File: src/rtl/core/mp3ar_pkg.sv
`timescale 1ns / 1ps
package mp3ar_pkg;

  localparam int SAMPLE_W = 24;
  localparam int COEF_W = 16;
  localparam int PROD_W = SAMPLE_W + COEF_W;
  localparam int SUM_W = PROD_W + 1;
  localparam int IDX_W = 10;
  localparam int MODE_W = 2;
  localparam int NUM_COEF = 8;
  localparam int COEF_IDX_W = 3;
  localparam int REG_W = 32;
  localparam int QDEPTH = 8;
  localparam int QPTR_W = 3;
  localparam int QCNT_W = 4;
  localparam int FRAC_BITS = 15;

  typedef enum logic [MODE_W-1:0] {
    MODE_LONG  = 2'd0,
    MODE_MIXED = 2'd1,
    MODE_SHORT = 2'd2,
    MODE_NONE  = 2'd3
  } mode_t;

  typedef enum logic {
    KIND_PASS = 1'b0,
    KIND_BFLY = 1'b1
  } kind_t;

  typedef struct packed {
    kind_t                       kind;
    logic signed [SAMPLE_W-1:0]  x;
    logic signed [SAMPLE_W-1:0]  u;
    logic [COEF_IDX_W-1:0]       sel;
    logic [IDX_W-1:0]            idx_a;
    logic [IDX_W-1:0]            idx_b;
    logic                        done;
  } entry_t;

  typedef struct packed {
    logic   push;
    logic   pop;
    logic   full;
    logic   empty;
  } qctl_t;

  function automatic logic signed [SAMPLE_W-1:0] round_sat(input logic signed [SUM_W-1:0] sum);
    logic signed [SUM_W:0]           v;
    logic signed [SUM_W-FRAC_BITS:0] q;
    v = (SUM_W+1)'(sum) + (SUM_W+1)'(1 << (FRAC_BITS - 1));
    q = (SUM_W-FRAC_BITS+1)'(v >>> FRAC_BITS);
    if (q > (SUM_W-FRAC_BITS+1)'((1 << (SAMPLE_W - 1)) - 1)) begin
      return SAMPLE_W'((1 << (SAMPLE_W - 1)) - 1);
    end else if (q < -(SUM_W-FRAC_BITS+1)'(1 << (SAMPLE_W - 1))) begin
      return SAMPLE_W'(1 << (SAMPLE_W - 1));
    end
    return q[SAMPLE_W-1:0];
  endfunction

endpackage

File: src/rtl/core/mp3ar_front.sv
`timescale 1ns / 1ps
module mp3ar_front #(
  parameter int BUTTERFLIES      = 8,
  parameter int SAMPLES_PER_BAND = 18,
  parameter int BANDS            = 32
) (
  input  logic                                clk,
  input  logic                                rst,
  input  logic                                sample_valid,
  output logic                                sample_stall,
  input  logic signed [mp3ar_pkg::SAMPLE_W-1:0] sample_value,
  input  logic [mp3ar_pkg::MODE_W-1:0]        block_mode,
  input  mp3ar_pkg::qctl_t                    qctl_in,
  output logic                                q_push,
  output mp3ar_pkg::entry_t                   q_entry
);
  import mp3ar_pkg::*;

  localparam int TOTAL = BANDS * SAMPLES_PER_BAND;
  localparam int POS_W = $clog2(TOTAL);
  localparam int OFF_W = $clog2(SAMPLES_PER_BAND);
  localparam int BAND_W = (BANDS > 2) ? $clog2(BANDS) : 1;
  localparam int HW = (BUTTERFLIES > 1) ? $clog2(BUTTERFLIES) : 1;

  logic [POS_W-1:0]  pos, pos_next;
  logic [OFF_W-1:0]  off, off_next;
  logic [BAND_W-1:0] band, band_next;
  mode_t             latched_mode, mode_eff;
  logic signed [SAMPLE_W-1:0] hold [BUTTERFLIES];

  logic              accept, is_hold, is_bfly, last;
  logic [OFF_W-1:0]  mirror;
  logic [HW-1:0]     hidx_wr, hidx_rd;
  logic [POS_W-1:0]  upper_pos;

  assign sample_stall = qctl_in.full;
  assign accept = sample_valid && !qctl_in.full;
  assign last = (pos == POS_W'(TOTAL - 1));
  assign mode_eff = (pos == '0) ? mode_t'(block_mode) : latched_mode;
  assign mirror = OFF_W'(SAMPLES_PER_BAND - 1) - off;
  assign hidx_wr = mirror[HW-1:0];
  assign hidx_rd = off[HW-1:0];
  assign upper_pos = pos - POS_W'({off, 1'b0}) - POS_W'(1);

  always_comb begin
    is_hold = 1'b0;
    is_bfly = 1'b0;
    unique case (mode_eff)
      MODE_LONG: begin
        is_hold = (off >= OFF_W'(SAMPLES_PER_BAND - BUTTERFLIES)) &&
                  (band < BAND_W'(BANDS - 1));
        is_bfly = (off < OFF_W'(BUTTERFLIES)) && (band != '0);
      end
      MODE_MIXED: begin
        is_hold = (off >= OFF_W'(SAMPLES_PER_BAND - BUTTERFLIES)) && (band == '0);
        is_bfly = (off < OFF_W'(BUTTERFLIES)) && (band == BAND_W'(1));
      end
      MODE_SHORT, MODE_NONE: begin
        is_hold = 1'b0;
        is_bfly = 1'b0;
      end
      default: begin
        is_hold = 1'b0;
        is_bfly = 1'b0;
      end
    endcase
  end

  always_comb begin
    q_push = accept && !is_hold;
    q_entry.kind = is_bfly ? KIND_BFLY : KIND_PASS;
    q_entry.x = sample_value;
    q_entry.u = hold[hidx_rd];
    q_entry.sel = off[COEF_IDX_W-1:0];
    q_entry.idx_a = IDX_W'(upper_pos);
    q_entry.idx_b = IDX_W'(pos);
    q_entry.done = last;
  end

  always_comb begin
    if (last) begin
      pos_next = '0;
      off_next = '0;
      band_next = '0;
    end else if (off == OFF_W'(SAMPLES_PER_BAND - 1)) begin
      pos_next = pos + POS_W'(1);
      off_next = '0;
      band_next = band + BAND_W'(1);
    end else begin
      pos_next = pos + POS_W'(1);
      off_next = off + OFF_W'(1);
      band_next = band;
    end
  end

  always_ff @(posedge clk) begin
    if (rst) begin
      pos <= '0;
      off <= '0;
      band <= '0;
      latched_mode <= MODE_LONG;
    end else if (accept) begin
      pos <= pos_next;
      off <= off_next;
      band <= band_next;
      if (pos == '0) begin
        latched_mode <= mode_eff;
      end
    end
  end

  always_ff @(posedge clk) begin
    if (accept && is_hold) begin
      hold[hidx_wr] <= sample_value;
    end
  end

endmodule

File: config.mk
export PLATFORM = sky130hd
export DESIGN_NAME = mp3ar_front
export DESIGN_NICKNAME = d
export VERILOG_FILES = /design/src/rtl/core/mp3ar_pkg.sv /design/src/rtl/core/mp3ar_front.sv
export SDC_FILE = /design/constraint.sdc
export NUM_CORES = 1
export LEC_CHECK = 0
export BUFFER_PORTS_ARGS = -buffer_cell sky130_fd_sc_hd__buf_2
export CAP_MARGIN = 20
export CORE_MARGIN = 3
export CORE_UTILIZATION = 62
export DETAILED_ROUTE_END_ITERATION = 12
export HOLD_SLACK_MARGIN = 0.08
export PLACE_DENSITY = 0.84
export SYNTH_ARGS = -nofsm -noshare
export SYNTH_HDL_FRONTEND = slang
export SYNTH_SLANG_ARGS = --single-unit
File: constraint.sdc
create_clock -name clk -period 8.6 [get_ports clk]
set_clock_uncertainty 0.1 [all_clocks]
set_input_delay 0 -clock clk [delete_from_list [all_inputs] [get_ports clk]]
set_output_delay 0 -clock clk [all_outputs]
set_load 0.1 [all_outputs]
==> reports/results.ini <==
[detailed_routing]
drtAntennaViolNets = 0
wire_per_inst_um = 23.4
vias = 5022
drc_errors = 0
drt_first_pass_iters = 5
routed_via_density = 6.12
drt_iter0_drc = 407
routed_wl_um = 19200

[critical_path]
critPathBufInv = 2
crit_start = off[1]
r2r-start = pos[6]
endpoint_kind = primary output
critPathKind = flip-flop to primary output
path_max_fanout = 10
cp_cell_sequence = inv_1 -> ha_1 -> a21o_1 -> a21oi_1 -> o21bai_1 -> a2111oi_0 -> xor2_1 -> buf_2
worst-path-stages = 8
max_stage_delay_ns = 0.66
arrival_ns = 3.45
endpoint = q_entry[19]
crit_family = compound AO/OA/AOI/OAI gates
reg2reg_depth = 6
reg2reg_slack_ns = 5.29
cp_data_required_time_ns = 8.50
startpoint_type = flip-flop
rr_endpoint = hold[7][9]
cp_slowest_cell = dfxtp_1

[placed_design]
portBuffers = 104
gp_congestion = 0.929
place_area_um2 = 9650
hpwl_um = 10500

[layout]
area_growth_pct = 15.9
fin_util_pct = 74.6
final_common_cell = edfxtp_1
fin_area_um2 = 10600
fin_nets = 672
n_fill_cell = 782
drive_gt1_share_pct = 36.9
mostFrequentLayoutCells = edfxtp_1, buf_2, mux4_2

[power_and_ir_drop]
irDropWorstVdd_uv = 143
power_density_nw_per_um2 = 216
p_leak_nw = 3.63

[worst_hold_path]
hp-class = input pin to flip-flop

[floorplanning]
die_height_um = 127
core_um2 = 14100
initial_core_util_pct = 64.4
die_x_um = 127
pin_count = 108
dieArea_um2 = 16200
rows = 43

[synthesis]
ys_seq_area_share_pct = 68.8
synth_edf_count = 192
synthesis.nets = 557
synth_seq_cells = 217
syn_area_per_cell_um2 = 17.8
netlist_instances = 511
synth_area_um2 = 9110
synthArstFlopShare_pct = 0
yosysWarnings = 0
yosysUniqueCellTypes = 50
synth_flop_cell = edfxtp_1

[grt]
grt_util_all_layers_pct = 24.1
grt_max_degree = 49
grt_pass1_vias = 5312
grt_pass1_wl_um = 29800
antenna_found_initial = 0
overflow = 0

[sta]
worst_pin_slew_ns = 0.952
final.setup.tns_ns = 0
fin_crit_sh_pct = 41.3
fin_crit_ns = 3.55
report.final.slew_viol_count = 0
maxSlewHeadroom_pct = 36.6
rsz0062_at_grt = false
setup_viol = 0
hold_violations = 0
fmax_mhz = 282

[cts]
clock_sinks = 217
path_clk_slew_ns = 0.06
h-tree-depth = 1
clkLatencyLatePin_ns = 0.48
cts_buffers = 21
cts.path.max_buffers = 3
ctsResizeCount = 0
cts_tree = yes
cts_root_buffer = clkbuf_16

[outcome]
status = finished clean

[run]
drv_cap = 0

[synthesized netlist by cell type, types with 3 or more instances]
library cell | instances | share of area [%]
a21oi_1 | 8 | 0.44
and3_1 | 3 | 0.21
buf_1 | 4 | 0.16
buf_4 | 30 | 2.5
buf_6 | 3 | 0.37
clkbuf_1 | 14 | 0.58
dfxtp_1 | 25 | 5.5
edfxtp_1 | 192 | 63
ha_1 | 12 | 1.6
inv_1 | 13 | 0.54
mux2_2 | 24 | 3.0
mux2i_1 | 3 | 0.33
mux4_2 | 48 | 12
nand2_1 | 11 | 0.45
nand3_1 | 6 | 0.33
nand4_1 | 5 | 0.34
nor2_1 | 25 | 1.0
nor2b_1 | 3 | 0.21
nor3_1 | 11 | 0.60
nor4_1 | 4 | 0.27
nor4_2 | 4 | 0.55
o211ai_1 | 3 | 0.25
o21ai_0 | 3 | 0.16
or2_2 | 3 | 0.21
xnor2_1 | 13 | 1.3
xor2_1 | 10 | 0.96
[cell families after synthesis]
family                   Yosys count  share of synthesized area (%)
XOR/XNOR                          23                           2.21
adder cells (fa/ha/maj)           13                           1.87
buffers and inverters             67                           4.29
AO/OA/AOI/OAI                     31                           2.55
multiplexers                      75                           15.2
AND/OR/NAND/NOR                   85                           5.12
flip-flops                       217                           68.8
[sequential cells by signal, indices dropped and copies added (netlist names), named ones only]
signal and flops:
latched_mode 2, off 5, band 5, hold 192
pos 10
[power by group]
part	total (mW)	switching, mW	leakage [nW]	internal [mW]
logic	0.295	0.220	1.41	0.0746
registers	1.16	0.0156	1.93	1.15
clock network	0.820	0.366	0.296	0.454
total	2.28	0.602	3.63	1.68
[how the worst min path moves through the flow]
stage                                 from          end  depth (start not counted)
after floorplan                        rst       off[4]                          1
after global placement    sample_value[22]  hold[4][22]                          1
after detailed placement  sample_value[20]  hold[5][20]                          1
after CTS                 sample_value[20]  hold[7][20]                          2
after global routing       sample_value[3]   hold[1][3]                          2
final                      sample_value[3]   hold[1][3]                          2
[what timing repair did]
item,CTS,global route
hold buffers,31,0
hold endpoints to repair,212,0
buffers inserted,0,0
[metrics by stage]
step / setup slack (ns) / hold slack (ns) / total power [mW] / instances
2_1_floorplan: 2.95 / -0.0226 / 1.42 / 511
3_3_place_gp: 5.35 / 0.169 / 1.46 / 752
3_5_place_dp: 5.31 / 0.178 / 1.47 / 752
4_1_cts: 5.03 / 0.215 / 2.29 / 820
5_1_grt: 4.83 / 0.251 / 2.34 / 820
6_report: 5.05 / 0.236 / 2.28 / 821
[area by class of cell]
cell class              instances  area [um2]  share of cell area (%)
multi-input cells             227        2500                    23.7
well taps                     180         225                    2.13
clock buffers                  29         556                    5.26
repair buffers                146         913                    8.65
inverters                      13        48.8                   0.462
diodes                          1        2.50                  0.0237
flip-flops and latches        217        6270                    59.4
clock inverters                 8        45.0                   0.426
[per-layer routing]
metal | share of wire (%) | track usage [%] | wire length [um]
met4 | 2.7 | 7.76 | 510
met5 | 0 | 0 | 0
met1 | 37 | 31.3 | 7150
met3 | 7.7 | 4.26 | 1480
met2 | 52 | 41.9 | 10100
No activity file was read; power rests on OpenSTA's default activity.
