`src/rtl/core/mp3ar_pkg.sv`:
```
`timescale 1ns / 1ps
package mp3ar_pkg;

  localparam int SAMPLE_W = 24;
  localparam int COEF_W = 16;
  localparam int PROD_W = SAMPLE_W + COEF_W;
  localparam int SUM_W = PROD_W + 1;
  localparam int IDX_W = 10;
  localparam int MODE_W = 2;
  localparam int NUM_COEF = 8;
  localparam int COEF_IDX_W = 3;
  localparam int REG_W = 32;
  localparam int QDEPTH = 8;
  localparam int QPTR_W = 3;
  localparam int QCNT_W = 4;
  localparam int FRAC_BITS = 15;

  typedef enum logic [MODE_W-1:0] {
    MODE_LONG  = 2'd0,
    MODE_MIXED = 2'd1,
    MODE_SHORT = 2'd2,
    MODE_NONE  = 2'd3
  } mode_t;

  typedef enum logic {
    KIND_PASS = 1'b0,
    KIND_BFLY = 1'b1
  } kind_t;

  typedef struct packed {
    kind_t                       kind;
    logic signed [SAMPLE_W-1:0]  x;
    logic signed [SAMPLE_W-1:0]  u;
    logic [COEF_IDX_W-1:0]       sel;
    logic [IDX_W-1:0]            idx_a;
    logic [IDX_W-1:0]            idx_b;
    logic                        done;
  } entry_t;

  typedef struct packed {
    logic   push;
    logic   pop;
    logic   full;
    logic   empty;
  } qctl_t;

  function automatic logic signed [SAMPLE_W-1:0] round_sat(input logic signed [SUM_W-1:0] sum);
    logic signed [SUM_W:0]           v;
    logic signed [SUM_W-FRAC_BITS:0] q;
    v = (SUM_W+1)'(sum) + (SUM_W+1)'(1 << (FRAC_BITS - 1));
    q = (SUM_W-FRAC_BITS+1)'(v >>> FRAC_BITS);
    if (q > (SUM_W-FRAC_BITS+1)'((1 << (SAMPLE_W - 1)) - 1)) begin
      return SAMPLE_W'((1 << (SAMPLE_W - 1)) - 1);
    end else if (q < -(SUM_W-FRAC_BITS+1)'(1 << (SAMPLE_W - 1))) begin
      return SAMPLE_W'(1 << (SAMPLE_W - 1));
    end
    return q[SAMPLE_W-1:0];
  endfunction

endpackage

```
`src/rtl/core/mp3ar_back.sv`:
```
`timescale 1ns / 1ps
module mp3ar_back (
  input  logic                                  clk,
  input  logic                                  rst,
  input  logic                                  wr_en,
  input  logic [mp3ar_pkg::COEF_IDX_W-1:0]      wr_index,
  input  logic [mp3ar_pkg::REG_W-1:0]           wr_data,
  input  mp3ar_pkg::qctl_t                      qctl_in,
  input  mp3ar_pkg::entry_t                     head,
  output logic                                  pop,
  output logic                                  result_valid,
  input  logic                                  result_stall,
  output logic [mp3ar_pkg::IDX_W-1:0]           out_index,
  output logic signed [mp3ar_pkg::SAMPLE_W-1:0] out_value,
  output logic                                  granule_done
);
  import mp3ar_pkg::*;

  logic [REG_W-1:0] coef [NUM_COEF];
  logic signed [COEF_W-1:0] cs, ca;

  logic                      p_valid;
  kind_t                     p_kind;
  logic signed [SAMPLE_W-1:0] p_x;
  logic [IDX_W-1:0]          p_idx_a, p_idx_b;
  logic                      p_done;
  logic signed [PROD_W-1:0]  pr_csu, pr_cax, pr_cau, pr_csx;

  logic                      r_valid, r_phase, r_done;
  logic signed [SAMPLE_W-1:0] r_val0, r_val1;
  logic [IDX_W-1:0]          r_idx0, r_idx1;

  logic                      r_free, p_free, p_adv;
  logic signed [SUM_W-1:0]   sum_u, sum_d;

  assign cs = coef[head.sel][REG_W-1:COEF_W];
  assign ca = coef[head.sel][COEF_W-1:0];

  assign r_free = !r_valid || (!result_stall && r_phase);
  assign p_adv = p_valid && r_free;
  assign p_free = !p_valid || r_free;
  assign pop = !qctl_in.empty && p_free;

  assign sum_u = SUM_W'(pr_csu) - SUM_W'(pr_cax);
  assign sum_d = SUM_W'(pr_cau) + SUM_W'(pr_csx);

  assign result_valid = r_valid;
  assign out_index = r_phase ? r_idx1 : r_idx0;
  assign out_value = r_phase ? r_val1 : r_val0;
  assign granule_done = r_phase && r_done;

  always_ff @(posedge clk) begin
    if (rst) begin
      for (int i = 0; i < NUM_COEF; i++) begin
        coef[i] <= '0;
      end
    end else if (wr_en) begin
      coef[wr_index] <= wr_data;
    end
  end

  always_ff @(posedge clk) begin
    if (rst) begin
      p_valid <= 1'b0;
    end else if (p_free) begin
      p_valid <= pop;
    end
  end

  always_ff @(posedge clk) begin
    if (pop) begin
      p_kind <= head.kind;
      p_x <= head.x;
      p_idx_a <= head.idx_a;
      p_idx_b <= head.idx_b;
      p_done <= head.done;
      pr_csu <= head.u * cs;
      pr_cax <= head.x * ca;
      pr_cau <= head.u * ca;
      pr_csx <= head.x * cs;
    end
  end

  always_ff @(posedge clk) begin
    if (rst) begin
      r_valid <= 1'b0;
      r_phase <= 1'b0;
    end else if (p_adv) begin
      r_valid <= 1'b1;
      r_phase <= (p_kind == KIND_PASS);
    end else if (r_valid && !result_stall) begin
      if (r_phase) begin
        r_valid <= 1'b0;
      end else begin
        r_phase <= 1'b1;
      end
    end
  end

  always_ff @(posedge clk) begin
    if (p_adv) begin
      r_idx0 <= p_idx_a;
      r_idx1 <= p_idx_b;
      r_done <= p_done;
      r_val0 <= round_sat(sum_u);
      r_val1 <= (p_kind == KIND_BFLY) ? round_sat(sum_d) : p_x;
    end
  end

endmodule

```
`config.mk`:
```
export PLATFORM = sky130hd
export DESIGN_NAME = mp3ar_back
export DESIGN_NICKNAME = d
export VERILOG_FILES = /design/src/rtl/core/mp3ar_pkg.sv /design/src/rtl/core/mp3ar_back.sv
export SDC_FILE = /design/constraint.sdc
export NUM_CORES = 2
export LEC_CHECK = 0
export ABC_CLOCK_PERIOD_IN_PS = 13300
export BUFFER_PORTS_ARGS = -buffer_cell sky130_fd_sc_hd__buf_2
export CAP_MARGIN = 10
export CORE_ASPECT_RATIO = 2
export CORE_MARGIN = 1.5
export CORE_UTILIZATION = 25
export CTS_BUF_LIST = sky130_fd_sc_hd__clkbuf_8 sky130_fd_sc_hd__clkbuf_16
export DETAILED_ROUTE_END_ITERATION = 12
export SYNTH_ARGS = -nofsm -noshare
export SYNTH_HDL_FRONTEND = slang
export SYNTH_SLANG_ARGS = --single-unit
```
`constraint.sdc`:
```
create_clock -name clk -period 13.3 [get_ports clk]
set_input_delay 0.665 -clock clk [delete_from_list [all_inputs] [get_ports clk]]
set_output_delay 0.665 -clock clk [all_outputs]
set_load 0.01 [all_outputs]
```
==> flow_metrics.py <==
metrics = {
    "status": {
        "status": "finished, final reports clean",
    },
    "layout": {
        "post-route-util_pct": 27.4,
        "fill_cells": 33500,
        "syn_to_final_growth_pct": 8.97,
        "drive_above_1_share_pct": 6.69,
        "stdcell_area_um2": 86700,
        "stdcell_count": 11900,
        "nets": 9895,
    },
    "global_route": {
        "grt_use_met3_pct": 1.38,
        "overflow": 0,
        "gr-usage-met2_pct": 25.5,
        "grt.total_usage_pct": 13.6,
        "busiest_layer": "met2",
        "grt_pass1_vias": 59300,
        "grt_pass1_wl_um": 335000,
        "grt_max_degree": 138,
        "met1_usage_pct": 13.1,
        "antenna_found_initial": 47,
    },
    "critical_path": {
        "cp-end-kind": "flip-flop",
        "r2r-start": "coef[6][17]$_SDFFCE_PN0P_",
        "criticalPathCategory": "primary input to flip-flop",
        "crit_start": "head[22]",
        "start_kind": "primary input",
        "crit_fanout": 41,
        "cp_data_arrival_time_ns": 10.03,
        "cp_data_required_time_ns": 13.60,
        "reg2reg_slack_ns": 4.54,
    },
    "synth": {
        "ys_async_sr_fraction_pct": 0,
        "ys_seq_area_share_pct": 20.1,
        "synthTopCellsByArea": "fa_1, edfxtp_1, ha_1",
        "yosysWarnings": 0,
        "synth_area_per_cell_um2": 10.2,
        "synthDistinctLibCells": 72,
        "synth_top_area_share_pct": 37.6,
        "syn_inst": 7807,
        "ys_ff_latch": 534,
        "synth_edf_count": 531,
        "synth_ff_type": "edfxtp_1",
        "yosysTopAreaCell": "fa_1",
        "synth_common_cells": "inv_1, fa_1, nand2_1, and2_1, ha_1",
        "yosysMostFrequentCell": "inv_1",
        "synth_area_um2": 79600,
        "synth_fp_nets": 9967,
    },
    "detailed_routing": {
        "vias": 53000,
        "drt-initial-drc-count": 2376,
        "wl_um": 213000,
        "via_per_inst": 4.45,
        "firstDrtPassIters": 6,
        "drc_errors": 0,
        "wire_per_inst_um": 17.9,
        "ant_nets": 0,
    },
    "clocking": {
        "cts_sinks": 534,
        "root_buffer": "clkbuf_16",
        "cts_resized": 0,
        "cts_setup_buffers": 0,
        "cts.reportedPaths.clkPinSlew_ns": 0.07,
        "cts_tree": "done",
        "clock_latency_ns": 0.72,
        "clk_path_buf_depth": 3,
        "holdBufCountCts": 0,
        "htreeDepth": 2,
        "cts_inserted_buffers": 53,
    },
    "sta": {
        "fmax_mhz": 103,
        "skew_ns": 0.0633,
        "rsz0062_at_grt": "no",
        "setup_tns_ns": 0,
        "hold_violations": 0,
        "fin_crit_ns": 9.73,
        "drv_slew": 0,
        "finalCritPeriodShare_pct": 73.1,
        "max_slew_margin_pct": 18.7,
        "timing_worst_slew_pin_value_ns": 1.21,
        "setup_viol": 0,
    },
    "floorplanning": {
        "die_y_um": 801,
        "ioPinCount": 153,
        "dieWidth_um": 402,
        "dieArea_um2": 322000,
        "rows": 292,
        "start_util_pct": 25.2,
        "coreArea_um2": 316000,
    },
    "place": {
        "place_congestion": 0.854,
        "port_buffers": 149,
        "dp.cells": 11800,
        "dp_hpwl_um": 165000,
        "dpl_cell_area_um2": 84900,
    },
    "hold_path": {
        "hold_path.class": "primary input to flip-flop",
        "hp-start": "head[1]",
    },
    "run": {
        "maxCapViolations": 0,
    },
}
metal layers:
layer	wire length (µm)	vias to the layer above
li1	-	23600
met1	70700	27800
met2	113000	1053
met3	6770	538
met4	22300	38
met5	239	-
sequential cells by signal (all words and copies together) (netlist names), 10 cells and up:
| signal | count |
|---|---|
| r_val0 | 24 |
| pr_cax | 40 |
| p_idx_b | 10 |
| pr_csx | 40 |
| pr_cau | 40 |
| coef | 256 |
| r_idx0 | 10 |
| pr_csu | 40 |
| r_idx1 | 10 |
| p_x | 24 |
| r_val1 | 24 |
| p_idx_a | 10 |
through the flow:
step	hold WS, ns	worst slack (ns)
after floorplan	0.400	1.52
after global placement	0.400	3.08
after detailed placement	0.405	3.04
after CTS	0.104	3.72
after global routing	0.136	3.17
final	0.150	3.57
area by class of cell:
type | count | area, µm² | area share [%]
Sequential cell | 534 | 16000 | 18.5
Timing Repair Buffer | 242 | 1480 | 1.71
Tap cell | 4116 | 5150 | 5.94
Clock inverter | 44 | 404 | 0.466
Antenna cell | 23 | 57.6 | 0.0664
Inverter | 1790 | 6720 | 7.75
Clock buffer | 53 | 1330 | 1.53
Multi-Input combinational cell | 5114 | 55600 | 64.1
worst max-delay path, cell delays in order:
cell and delay, ns:
buf_2 0.51, buf_4 0.63, mux4_2 0.33, mux2_2 0.58, buf_4 0.47, nand2_1 0.14, fa_1 0.57, inv_1 0.05
fa_1 0.52, inv_1 0.05, fa_1 0.50, inv_1 0.06, fa_1 0.46, fa_1 0.52, inv_1 0.05, fa_1 0.47
inv_1 0.04, ha_1 0.35, and3_1 0.28, nand4_1 0.11, o31ai_1 0.79, a21oi_1 0.21, o21bai_1 0.33, a41oi_1 0.19
nand2b_1 0.11, a21oi_1 0.07, xnor2_1 0.87
final timing paths:
check                         end  depth (start not counted)
max          pr_csu[29]$_DFFE_PP_                         27
min          p_idx_b[0]$_DFFE_PP_                          1
max reg2reg  pr_csu[29]$_DFFE_PP_                         25
min reg2reg   r_idx0[3]$_DFFE_PP_                          0
logic make-up after synthesis:
| family | count (synthesis) | synth area share (%) |
|---|---|---|
| buf+inv | 2159 | 10.2 |
| mux | 140 | 2.86 |
| xor+xnor | 217 | 2.39 |
| simple gates | 2148 | 13.5 |
| flops | 534 | 20.1 |
| fa+ha+maj | 2044 | 46.2 |
| compound gates | 565 | 4.75 |
cells in the final DEF (no fill, tap or decap), types with 50 or more instances in the layout:
cell / n
inv_1: 1800
fa_1: 1496
nand2_1: 904
and2_1: 732
ha_1: 548
edfxtp_1: 531
a21oi_1: 169
xnor2_1: 167
nor2b_1: 154
buf_2: 148
nor2_1: 146
a21o_1: 111
buf_4: 91
o21ai_0: 74
mux4_2: 64
mux2_2: 62
nor3_1: 53
clkbuf_16: 53
xor2_1: 50
Power is not shown: default switching activity piles up to over one toggle a cycle in this logic, so the estimate is an artifact.
