--- src/rtl/core/mp3ar_pkg.sv ---
`timescale 1ns / 1ps
package mp3ar_pkg;

  localparam int SAMPLE_W = 24;
  localparam int COEF_W = 16;
  localparam int PROD_W = SAMPLE_W + COEF_W;
  localparam int SUM_W = PROD_W + 1;
  localparam int IDX_W = 10;
  localparam int MODE_W = 2;
  localparam int NUM_COEF = 8;
  localparam int COEF_IDX_W = 3;
  localparam int REG_W = 32;
  localparam int QDEPTH = 8;
  localparam int QPTR_W = 3;
  localparam int QCNT_W = 4;
  localparam int FRAC_BITS = 15;

  typedef enum logic [MODE_W-1:0] {
    MODE_LONG  = 2'd0,
    MODE_MIXED = 2'd1,
    MODE_SHORT = 2'd2,
    MODE_NONE  = 2'd3
  } mode_t;

  typedef enum logic {
    KIND_PASS = 1'b0,
    KIND_BFLY = 1'b1
  } kind_t;

  typedef struct packed {
    kind_t                       kind;
    logic signed [SAMPLE_W-1:0]  x;
    logic signed [SAMPLE_W-1:0]  u;
    logic [COEF_IDX_W-1:0]       sel;
    logic [IDX_W-1:0]            idx_a;
    logic [IDX_W-1:0]            idx_b;
    logic                        done;
  } entry_t;

  typedef struct packed {
    logic   push;
    logic   pop;
    logic   full;
    logic   empty;
  } qctl_t;

  function automatic logic signed [SAMPLE_W-1:0] round_sat(input logic signed [SUM_W-1:0] sum);
    logic signed [SUM_W:0]           v;
    logic signed [SUM_W-FRAC_BITS:0] q;
    v = (SUM_W+1)'(sum) + (SUM_W+1)'(1 << (FRAC_BITS - 1));
    q = (SUM_W-FRAC_BITS+1)'(v >>> FRAC_BITS);
    if (q > (SUM_W-FRAC_BITS+1)'((1 << (SAMPLE_W - 1)) - 1)) begin
      return SAMPLE_W'((1 << (SAMPLE_W - 1)) - 1);
    end else if (q < -(SUM_W-FRAC_BITS+1)'(1 << (SAMPLE_W - 1))) begin
      return SAMPLE_W'(1 << (SAMPLE_W - 1));
    end
    return q[SAMPLE_W-1:0];
  endfunction

endpackage

--- src/rtl/core/mp3ar_queue.sv ---
`timescale 1ns / 1ps
module mp3ar_queue (
  input  logic              clk,
  input  logic              rst,
  input  logic              push,
  input  mp3ar_pkg::entry_t push_entry,
  input  logic              pop,
  output mp3ar_pkg::qctl_t  qctl,
  output mp3ar_pkg::entry_t head
);
  import mp3ar_pkg::*;

  entry_t              mem [QDEPTH];
  logic [QPTR_W-1:0]   rd_ptr, wr_ptr;
  logic [QCNT_W-1:0]   count;
  logic                do_push, do_pop;

  assign qctl.full = (count == QCNT_W'(QDEPTH));
  assign qctl.empty = (count == '0);
  assign do_push = push && !qctl.full;
  assign do_pop = pop && !qctl.empty;
  assign qctl.push = do_push;
  assign qctl.pop = do_pop;
  assign head = mem[rd_ptr];

  always_ff @(posedge clk) begin
    if (rst) begin
      rd_ptr <= '0;
      wr_ptr <= '0;
      count <= '0;
    end else begin
      if (do_push) begin
        wr_ptr <= wr_ptr + QPTR_W'(1);
      end
      if (do_pop) begin
        rd_ptr <= rd_ptr + QPTR_W'(1);
      end
      if (do_push && !do_pop) begin
        count <= count + QCNT_W'(1);
      end else if (do_pop && !do_push) begin
        count <= count - QCNT_W'(1);
      end
    end
  end

  always_ff @(posedge clk) begin
    if (do_push) begin
      mem[wr_ptr] <= push_entry;
    end
  end

endmodule

--- config.mk ---
export PLATFORM = sky130hd
export DESIGN_NAME = mp3ar_queue
export DESIGN_NICKNAME = d
export VERILOG_FILES = /design/src/rtl/core/mp3ar_pkg.sv /design/src/rtl/core/mp3ar_queue.sv
export SDC_FILE = /design/constraint.sdc
export NUM_CORES = 1
export LEC_CHECK = 0
export ABC_AREA = 1
export ABC_CLOCK_PERIOD_IN_PS = 5000
export BUFFER_PORTS_ARGS = -buffer_cell sky130_fd_sc_hd__buf_2
export CAP_MARGIN = 5
export CORE_MARGIN = 1
export CORE_UTILIZATION = 55
export CTS_BUF_LIST = sky130_fd_sc_hd__clkbuf_8
export CTS_CLUSTER_SIZE = 24
export DETAILED_ROUTE_END_ITERATION = 12
export HOLD_SLACK_MARGIN = 0.15
export PLACE_DENSITY_LB_ADDON = 0.05
export REMOVE_ABC_BUFFERS = 1
export SYNTH_ARGS = -nofsm -noshare
export SYNTH_HDL_FRONTEND = slang
export SYNTH_SLANG_ARGS = --single-unit
--- constraint.sdc ---
create_clock -name clk -period 5 [get_ports clk]
set_input_delay 0.25 -clock clk [delete_from_list [all_inputs] [get_ports clk]]
set_output_delay 0.25 -clock clk [all_outputs]
set_load 0.02 [all_outputs]
==> impl_metrics.env, run 1 <==
export IMPL_status="complete, no violations"
export IMPL_setup_viol=0
export IMPL_die_w_um=208
export IMPL_worst_setup_path_start_kind="register"
export IMPL_drv_cap=0
export IMPL_via_count=14800
export IMPL_areaGrowthSynthToFinish_pct=15.6
export IMPL_dp_hpwl_mm=24.3
export IMPL_finalCritPeriodShare_pct=67.3
export IMPL_most_common_layout_cells="584 x edfxtp_1, 449 x nor2_1, 268 x o21ai_0, 237 x nand2_1, 174 x o21ai_1"
export IMPL_ys_types=19
export IMPL_yosysTopAreaCell="edfxtp_1"
export IMPL_cts_resized_gates=0
export IMPL_cp_cell_sequence="inv_8 > buf_4 > o21ai_0 > o21ai_0 > nand2_1 > nand2_1 > buf_2"
export IMPL_antenna_found_initial=3
export IMPL_hold_ws_ns=0.407
export IMPL_critPathMaxFanout=192
export IMPL_die_h_um=208
export IMPL_place_area_um2=24600
export IMPL_fin_total_pwr_w=0.0131
export IMPL_power_switching_share_pct=33.4
export IMPL_grt_max_degree=193
export IMPL_setup_tns_ns=0
export IMPL_fin_nets=2200
export IMPL_pwr_share_clk_pct=27.5
export IMPL_drive_gt1_share_pct=13.3
export IMPL_p_int_w=0.00870
export IMPL_required_ns=4.75
export IMPL_post_route_cell_area_um2=27000
export IMPL_power_frac_comb_pct=26.4
export IMPL_fmax_mhz=297
export IMPL_cts_buffer_depth=3
export IMPL_clk_pin_slew_ns=0.06
export IMPL_detail_route_antenna_nets=0
export IMPL_yosysTopAreaCellShare_pct=74.9
export IMPL_gp_congestion=0.742
export IMPL_drc_errors=0
export IMPL_synth_area_leaders="edfxtp_1 75%, nor2_1 7.3%, o21ai_0 5.7%"
export IMPL_layout_cells_non_filler=2727
export IMPL_min_period_ns=3.36
export IMPL_hold_class="primary input to register"
export IMPL_cts_buffers=94
export IMPL_synth_warnings=0
export IMPL_syn_area_um2=23400
export IMPL_tightest_slew_ns=1.10
export IMPL_htreeDepth=3
export IMPL_grt_remaining_overflow=0
export IMPL_drt_first_pass_iters=5
export IMPL_start_util_pct=55.8
export IMPL_ys_seq_elements=597
export IMPL_crit_type="register to output pin"
export IMPL_cts_setup_buffers=0
export IMPL_slew_violations=0
export IMPL_io_buffers=153
export IMPL_die_area_um2=43400
export IMPL_grt_pass1_vias=14600
export IMPL_synthCells=1887
export IMPL_fp_coreArea_um2=41900
export IMPL_hold_viol=0
export IMPL_synth_seq_area_share_pct=76.1
export IMPL_drt_total_wl_mm=51.3
export IMPL_skew_ns=0.0238
export IMPL_syn_avg_cell_area_um2=12.4
export IMPL_critPathTopFamily="buffers and inverters"
export IMPL_via_per_inst=5.44
export IMPL_path_buf_inv=3
export IMPL_grt_pass1_wl_mm=80.4
export IMPL_clk_latency_ns=0.63
export IMPL_p_leak_nw=9.68
export IMPL_cp_data_arrival_time_ns=3.11
export IMPL_num_rows=75
export IMPL_grtUsageTotal_pct=24.1
export IMPL_tritoncts="built"
export IMPL_drt_initial_drc_count=1268
export IMPL_slowest_stage="inv_8"
export IMPL_power_switching_w=0.00436
export IMPL_dpl_cell_count=2484
export IMPL_ir_drop_v=0.000365
export IMPL_pin_count=154
export IMPL_powerDensity_nw_per_um2=483
export IMPL_cts_sinks=597
export IMPL_endpoint_kind="output pin"
export IMPL_final_common_cell="edfxtp_1"
export IMPL_root_buffer="clkbuf_8"
export IMPL_slowest_delay_ns=0.79
export IMPL_wl_per_cell_um=18.8
export IMPL_rsz0062_at_grt="false"
export IMPL_maxSlewHeadroom_pct=26.6
export IMPL_power_frac_seq_pct=46.1
final timing paths:
path         startpoint          to  slack, ns  depth (start not counted)
min reg2reg   rd_ptr[2]    register       0.48                          2
min                 rst    count[0]       0.41                          3
max            register    head[28]       1.64                          7
max reg2reg    count[0]  mem[0][40]       2.24                          7
state kept, by name, summed over array words and instances, names as in the netlist, named ones only:
| register | count |
|---|---|
| count | 4 |
| mem | 584 |
| rd_ptr | 3 |
| wr_ptr | 3 |
power by group through the flow:
| stage | clock network (W) | registers, W | logic (W) |
|---|---|---|---|
| finish | 0.00360 | 0.00602 | 0.00345 |
| CTS | 0.00369 | 0.00602 | 0.00349 |
| global placement | 0 | 0.00611 | 0.00339 |
| detailed placement | 0 | 0.00612 | 0.00342 |
| global route | 0.00391 | 0.00605 | 0.00389 |
| floorplan | 0 | 0.00627 | 0.00222 |
stage by stage:
stage | setup slack [ns] | utilization (%)
6_report | 1.64 | 64.5
2_1_floorplan | -4.69 | -
3_3_place_gp | 2.33 | 58.8
4_1_cts | 1.63 | 64.5
5_1_grt | 1.43 | 64.5
3_5_place_dp | 2.24 | 58.8
layout make-up:
class,instances,area (µm²)
inverter,17,72.6
fill,3213,14900
sequential,597,17800
antenna,2,5.00
clock buffer,99,1360
clock inverter,66,265
tap,539,674
multi-input combinational,1160,5060
timing repair buffer,247,1790
cells in the mapped netlist:
library cell,count
inv_1,15
xor2_1,4
a21oi_1,6
clkbuf_2,1
buf_4,5
inv_2,2
o21ai_1,174
nand3_1,8
nor2_1,457
edfxtp_1,584
ha_1,5
fa_1,1
o21ai_0,268
clkbuf_1,56
buf_1,19
nand2_1,237
buf_2,24
buf_6,8
dfxtp_1,13
worst min-delay path, cell delays in order:
cell           delay, ns
dlygate4sd3_1       0.51
buf_2               0.16
nor2_1              0.06
metal layers:
metal	vias to the layer above	routed length, µm	track usage, %	part of all wire [%]
met5	-	8	0	0.016
met4	2	931	7.56	1.8
met3	70	3060	4.57	6.0
met2	403	24400	38.4	48
met1	7218	22900	33.7	45
li1	7137	-	-	-
kinds of logic after synthesis:
logic type / synth area share, %
xor gates and xnor gates: 0.150
adders and majority gates: 0.353
AOI/OAI and AO/OA: 9.58
DFF: 76.1
buffers and inverters: 2.56
and+or+nand+nor: 11.3
what timing repair did:
| item | 4_1_cts | 5_1_grt |
|---|---|---|
| endpoints found under the hold margin | 597 | 0 |
| hold buffers | 76 | 0 |
| setup endpoints to repair | 0 | 0 |
(Power assumes the default switching activity.)
==> inputs of run 2 (changes only) <==
--- a/config.mk
+++ b/config.mk
@@ -5,8 +5,8 @@
 export SDC_FILE = /design/constraint.sdc
 export NUM_CORES = 1
 export LEC_CHECK = 0
-export ABC_AREA = 1
-export ABC_CLOCK_PERIOD_IN_PS = 5000
+export ABC_AREA = 0
+export ABC_CLOCK_PERIOD_IN_PS = 3450
 export BUFFER_PORTS_ARGS = -buffer_cell sky130_fd_sc_hd__buf_2
 export CAP_MARGIN = 5
 export CORE_MARGIN = 1
==> constraint.sdc (replaced) <==
create_clock -name clk -period 3.45 [get_ports clk]
set_input_delay 0.1725 -clock clk [delete_from_list [all_inputs] [get_ports clk]]
set_output_delay 0.1725 -clock clk [all_outputs]
set_load 0.02 [all_outputs]
==> run 2 against run 1 <==
  * Final cell count shrank 33%
  * Worst hold slack worse by 0.057 ns
  * Global-route usage fell by 2.9 points
  * Register-to-register slack got worse by 1.6 ns
  * Via count decreased by 31%
  * Die area down 3.5%
  * Power is 44% higher
  * Largest cell class unchanged
  * Clock skew is 0.011 ns lower
==> impl_metrics.env, run 2 <==
export IMPL_tightest_slew_ns=0.744
export IMPL_grt_pass1_wl_mm=64.7
export IMPL_worst_setup_path_start_kind="register"
export IMPL_detail_route_antenna_nets=0
export IMPL_gp_congestion=0.717
export IMPL_place_area_um2=24100
export IMPL_drt_initial_drc_count=588
export IMPL_worst_path_stages=4
export IMPL_skew_ns=0.0126
export IMPL_yosysTopAreaCellShare_pct=77.7
export IMPL_slowest_delay_ns=0.65
export IMPL_ys_types=31
export IMPL_final_common_cell="edfxtp_1"
export IMPL_post_route_cell_area_um2=26600
export IMPL_syn_avg_cell_area_um2=24.6
export IMPL_n_fill_cell=2627
export IMPL_cp_cell_sequence="buf_12 > mux4_2 > mux2_2 > buf_2"
export IMPL_drt_total_wl_mm=42.5
export IMPL_ys_seq_elements=597
export IMPL_die_h_um=205
export IMPL_path_buf_inv=2
export IMPL_hold_viol=0
export IMPL_slew_violations=0
export IMPL_grtUsageTotal_pct=21.2
export IMPL_synth_seq_area_share_pct=78.8
export IMPL_yosysMostFrequentCell="edfxtp_1"
export IMPL_finalCritPeriodShare_pct=84.6
export IMPL_start_util_pct=56.3
export IMPL_synthFlopType="edfxtp_1"
export IMPL_reg2reg_depth=9
export IMPL_cp_data_arrival_time_ns=2.75
export IMPL_synthTopCellsByCount="584 x edfxtp_1, 146 x mux4_2, 74 x mux2_2"
export IMPL_dpl_cell_count=1577
export IMPL_slowest_stage="dfxtp_4"
export IMPL_drt_first_pass_iters=5
export IMPL_multi_input_area_um2=4540
export IMPL_required_ns=3.28
export IMPL_wl_per_cell_um=23.4
export IMPL_grt_remaining_overflow=0
export IMPL_yosysTopAreaCell="edfxtp_1"
export IMPL_setup_viol=0
export IMPL_synth_async_reset_ratio_pct=0
export IMPL_dp_hpwl_mm=21.7
export IMPL_critPathMaxFanout=42
export IMPL_synth_warnings=0
export IMPL_drive_gt1_share_pct=40.8
export IMPL_via_per_inst=5.61
export IMPL_largest_reg_flops=584
export IMPL_via_count=10200
export IMPL_endpoint_kind="output pin"
export IMPL_fp_coreArea_um2=40100
export IMPL_most_common_layout_cells="584 x edfxtp_1, 153 x buf_2, 146 x mux4_2, 99 x clkbuf_8, 77 x dlygate4sd3_1"
export IMPL_layout_cells_non_filler=1820
export IMPL_ir_drop_v=0.000462
export IMPL_reg2reg_slack_ns=0.67
export IMPL_tritoncts="built"
export IMPL_fin_total_pwr_w=0.0188
export IMPL_route_top_layer_used="met5"
export IMPL_crit_type="register to output pin"
export IMPL_io_buffers=153
export IMPL_pin_count=154
export IMPL_wl_met1_mm=18.5
export IMPL_synth_area_leaders="edfxtp_1 78%, mux4_2 15%, mux2_2 3.7%"
export IMPL_maxSlewHeadroom_pct=50.4
export IMPL_num_rows=73
export IMPL_cts_setup_buffers=0
export IMPL_clk_latency_ns=0.63
export IMPL_grt_pass1_vias=11100
export IMPL_die_w_um=205
export IMPL_status="complete, no violations"
export IMPL_hold_class="primary input to register"
export IMPL_whs_path_depth=2
export IMPL_cp_endpoint="head[39]"
export IMPL_p_leak_nw=8.68
export IMPL_clk_pin_slew_ns=0.06
export IMPL_rr_startpoint="count[1]"
export IMPL_cts_buffer_depth=3
export IMPL_worst_r2r_endpoint="count[3]"
export IMPL_reg_largest_list="mem: 584 flops, count: 4 flops"
export IMPL_synthCells=919
export IMPL_min_period_ns=2.92
export IMPL_die_area_um2=41900
export IMPL_wl_met2_mm=20.9
export IMPL_syn_area_um2=22600
export IMPL_setup_tns_ns=0
export IMPL_antenna_found_initial=3
export IMPL_rsz0062_at_grt="false"
export IMPL_fin_nets=1307
export IMPL_drv_cap=0
export IMPL_powerDensity_nw_per_um2=705
export IMPL_dr_wl_met3_mm=2.52
export IMPL_root_buffer="clkbuf_8"
export IMPL_fmax_mhz=342
export IMPL_seq_area_um2=17800
export IMPL_grt_max_degree=74
export IMPL_htreeDepth=3
export IMPL_areaGrowthSynthToFinish_pct=18.0
export IMPL_fin_util_pct=66.4
export IMPL_cts_sinks=597
export IMPL_drc_errors=0
export IMPL_cts_buffers=93
export IMPL_synth_edf_count=584
export IMPL_critPathTopFamily="multiplexers"
export IMPL_regMostFlops="mem"
## run 2: cell types whose count changed after synthesis, sizes merged, moves of 5 or more
cell	delta
clkbuf	-45
nor2	-440
nand3	-6
nand2	-232
o21ai	-442
mux2	+74
mux4	+146
inv	-14
buf	-23
nand2b	+5
## run 2: logic make-up (layout without fill, tap and decap cells)
| logic type | count (synthesis) | count (layout) | share of synthesized area, % |
|---|---|---|---|
| DFF | 597 | 597 | 78.8 |
| and+or+nand+nor | 35 | 35 | 0.782 |
| buffers and inverters | 48 | 422 | 1.31 |
| adders and majority gates | 6 | 6 | 0.366 |
| xor gates and xnor gates | 5 | 5 | 0.194 |
| AOI/OAI and AO/OA | 6 | 6 | 0.166 |
| other | 0 | 2 | 0 |
| muxes | 222 | 222 | 18.3 |
## run 2: final cells by class
cell class	count	share of cell area, %
Multi-Input combinational cell	274	17.0
Clock buffer	99	5.11
Inverter	3	0.0423
Antenna cell	2	0.0188
Timing Repair Buffer	255	6.99
Sequential cell	597	66.8
Clock inverter	65	1.50
Tap cell	525	2.47
## run 2: worst min path at each step
stage	from	to	slack (ns)
final	push_entry[5]	mem[5][5]	0.35
after global routing	push_entry[23]	mem[6][23]	0.32
after CTS	push_entry[4]	mem[2][4]	0.29
after detailed placement	push_entry[61]	mem[4][61]	0.45
after global placement	push_entry[19]	mem[1][19]	0.44
after floorplan	rst	wr_ptr[0]	0.23
## run 2: report_power, final
group	internal [W]	leakage, nW	switching (W)
clock network	0.00301	0.969	0.00259
registers	0.00839	5.41	0.000230
logic	0.00227	2.31	0.00229
total	0.0137	8.68	0.00511
## run 2: per-layer routing
| layer | vias to the layer above | GRT usage [%] |
|---|---|---|
| met5 | - | 0 |
| met4 | 2 | 6.37 |
| met3 | 50 | 5.06 |
| met2 | 258 | 34.0 |
| met1 | 5374 | 29.1 |
| li1 | 4530 | - |
## run 2: worst reg2reg max path, cell delays in order, from the launching register on
cell	delay [ns]
dfxtp_1	0.36
or4b_4	0.57
and2_1	0.25
ha_1	0.24
inv_1	0.14
ha_1	0.29
a21oi_1	0.20
a211oi_1	0.10
a31oi_1	0.19
mux2_2	0.35
## run 2: repair_timing
item,CTS,global route
hold buffers,77,0
resized for setup,0,0
hold endpoints to repair,597,0
## run 2: metrics by stage
stage	setup WS (ns)	hold WS, ns
finish	0.530	0.350
global route	0.314	0.316
CTS	0.402	0.291
detailed placement	0.672	0.447
global placement	0.736	0.439
floorplan	-3.73	0.235
==> inputs of run 3 (changes only) <==
--- a/config.mk
+++ b/config.mk
@@ -5,8 +5,8 @@
 export SDC_FILE = /design/constraint.sdc
 export NUM_CORES = 1
 export LEC_CHECK = 0
-export ABC_AREA = 0
-export ABC_CLOCK_PERIOD_IN_PS = 3450
+export ABC_AREA = 1
+export ABC_CLOCK_PERIOD_IN_PS = 2700
 export BUFFER_PORTS_ARGS = -buffer_cell sky130_fd_sc_hd__buf_2
 export CAP_MARGIN = 5
 export CORE_MARGIN = 1
==> constraint.sdc (replaced) <==
create_clock -name clk -period 2.7 [get_ports clk]
set_input_delay 0.135 -clock clk [delete_from_list [all_inputs] [get_ports clk]]
set_output_delay 0.135 -clock clk [all_outputs]
set_load 0.02 [all_outputs]
==> run 3 against run 2 <==
  * Sequential share of layout area down 2.1 points
  * Die area up 3.6%
  * Via count up 44%
  * Final cell count up 51%
  * Setup slack worse by 0.38 ns
  * Utilization down 0.87 points
  * Flip-flop and latch count unchanged
  * Clock skew up 0.0028 ns
  * Critical endpoint is now head[66]
  * Largest cell class unchanged
==> impl_metrics.env, run 3 (synthesis gave the netlist of run 1 again) <==
export IMPL_clk_latency_ns=0.64
export IMPL_critPathMaxFanout=148
export IMPL_finalCritPeriodShare_pct=94.3
export IMPL_most_common_layout_cells="584 x edfxtp_1, 449 x nor2_1, 267 x o21ai_0, 237 x nand2_1, 175 x o21ai_1"
export IMPL_dp_hpwl_mm=26.5
export IMPL_regMostFlops="mem"
export IMPL_use_met3_pct=4.17
export IMPL_drt_first_pass_iters=5
export IMPL_via_count=14800
export IMPL_n_fill_cell=3202
export IMPL_fin_nets=2228
export IMPL_cts_sinks=597
export IMPL_clk_pin_slew_ns=0.06
export IMPL_drv_cap=0
export IMPL_dpl_cell_count=2508
export IMPL_min_period_ns=2.55
export IMPL_drive_gt1_share_pct=14.7
export IMPL_crit_type="register to output pin"
export IMPL_drt_initial_drc_count=935
export IMPL_drc_errors=0
export IMPL_gp_congestion=0.791
export IMPL_endpoint_kind="output pin"
export IMPL_maxSlewHeadroom_pct=54.8
export IMPL_slew_violations=0
export IMPL_hold_class="primary input to register"
export IMPL_fp_coreArea_um2=41900
export IMPL_power_frac_seq_pct=44.7
export IMPL_drt_total_wl_mm=50.5
export IMPL_cts_buffers=96
export IMPL_cp_data_arrival_time_ns=2.41
export IMPL_die_area_um2=43400
export IMPL_power_frac_comb_pct=27.6
export IMPL_grt_met2_usage_pct=38.1
export IMPL_grt_max_degree=149
export IMPL_pin_count=154
export IMPL_cp_cell_sequence="buf_16 > nor2_1 > nor2_1 > o21ai_0 > o21ai_1 > nand2_1 > nand2_1 > buf_2"
export IMPL_cts_buffer_depth=3
export IMPL_htreeDepth=3
export IMPL_required_ns=2.57
export IMPL_die_h_um=208
export IMPL_grt_pass1_wl_mm=78.3
export IMPL_largest_reg_flops=584
export IMPL_gr_max_usage_layer="met2"
export IMPL_grt_remaining_overflow=0
export IMPL_antenna_found_initial=2
export IMPL_wl_per_cell_um=18.3
export IMPL_use_met1_pct=32.2
export IMPL_areaGrowthSynthToFinish_pct=17.5
export IMPL_power_switching_share_pct=33.3
export IMPL_tritoncts="built"
export IMPL_final_common_cell="edfxtp_1"
export IMPL_setup_viol=0
export IMPL_antennaDiodeCount=0
export IMPL_p_leak_nw=9.86
export IMPL_p_int_w=0.0164
export IMPL_tightest_slew_ns=0.678
export IMPL_power_switching_w=0.00819
export IMPL_start_util_pct=55.8
export IMPL_root_buffer="clkbuf_8"
export IMPL_pwr_share_clk_pct=27.7
export IMPL_reg_largest_list="mem: 584 flops, count: 4 flops"
export IMPL_num_rows=75
export IMPL_skew_ns=0.0154
export IMPL_layout_cells_non_filler=2757
export IMPL_hold_viol=0
export IMPL_ir_drop_v=0.000707
export IMPL_detail_route_antenna_nets=0
export IMPL_die_w_um=208
export IMPL_via_per_inst=5.35
export IMPL_powerDensity_nw_per_um2=895
export IMPL_grt_pass1_vias=14400
export IMPL_slowest_delay_ns=0.43
export IMPL_grtUsageTotal_pct=23.3
export IMPL_io_buffers=153
export IMPL_status="complete, no violations"
export IMPL_slowest_stage="dfxtp_4"
export IMPL_worst_setup_path_start_kind="register"
export IMPL_hold_ws_ns=0.289
export IMPL_fmax_mhz=393
## run 3: cell type report
class	instances	area, µm²	share of cell area, %
clock inverters	69	282	1.02
well taps	539	674	2.45
inverters	17	77.6	0.282
multi-input cells	1160	5060	18.4
clock buffers	102	1400	5.10
repair buffers	273	2190	7.98
flip-flops and latches	597	17800	64.7
## run 3: worst max-delay path, delay by kind of cell, from the launching register on
kind	cells	cell delay, ns
flops	1	0.43
compound gates	2	0.17
simple gates	4	0.41
buf+inv	2	0.60
## run 3: power groups by stage
stage	Clock [W]	Combinational [W]	Sequential, W
3_5_place_dp	0	0.00666	0.0112
4_1_cts	0.00699	0.00678	0.0110
5_1_grt	0.00738	0.00757	0.0110
3_3_place_gp	0	0.00657	0.0112
2_1_floorplan	0	0.00411	0.0116
6_report	0.00683	0.00679	0.0110
## run 3: path summary, 6_finish.rpt
kind	from	end	slack, ns	cells after the start
worst max-delay path	register	head[66]	0.15	8
worst min-delay path	rst	count[0]	0.29	3
worst max register to register	count[1]	count[3]	0.49	13
worst min register to register	wr_ptr[0]	wr_ptr[0]	0.49	2
## run 3: per-stage QoR
stage | instance area [µm²] | total power (W) | TNS [ns] | utilization (%) | setup WS (ns)
after floorplan | 22900 | 0.0157 | -1515.50 | - | -6.87
after global placement | 25000 | 0.0178 | 0 | 59.6 | 0.608
after detailed placement | 25000 | 0.0179 | 0 | 59.6 | 0.519
after CTS | 27500 | 0.0248 | 0 | 65.5 | 0.0589
after global routing | 27500 | 0.0260 | -0.00965 | 65.6 | -0.00965
final | 27500 | 0.0246 | 0 | 65.6 | 0.154
## run 3: routing by layer
metal	up-vias	part of all wire (%)
met5	-	0.046
met4	4	1.6
met3	68	5.4
met2	389	48
met1	7098	45
li1	7197	-
## run 3: what timing repair did
item                       in CTS  in global routing
resized for setup               0                  4
hold buffers                   77                  0
hold endpoints to repair      597                  0
setup endpoints to repair       0                 13
buffers inserted                0                  1
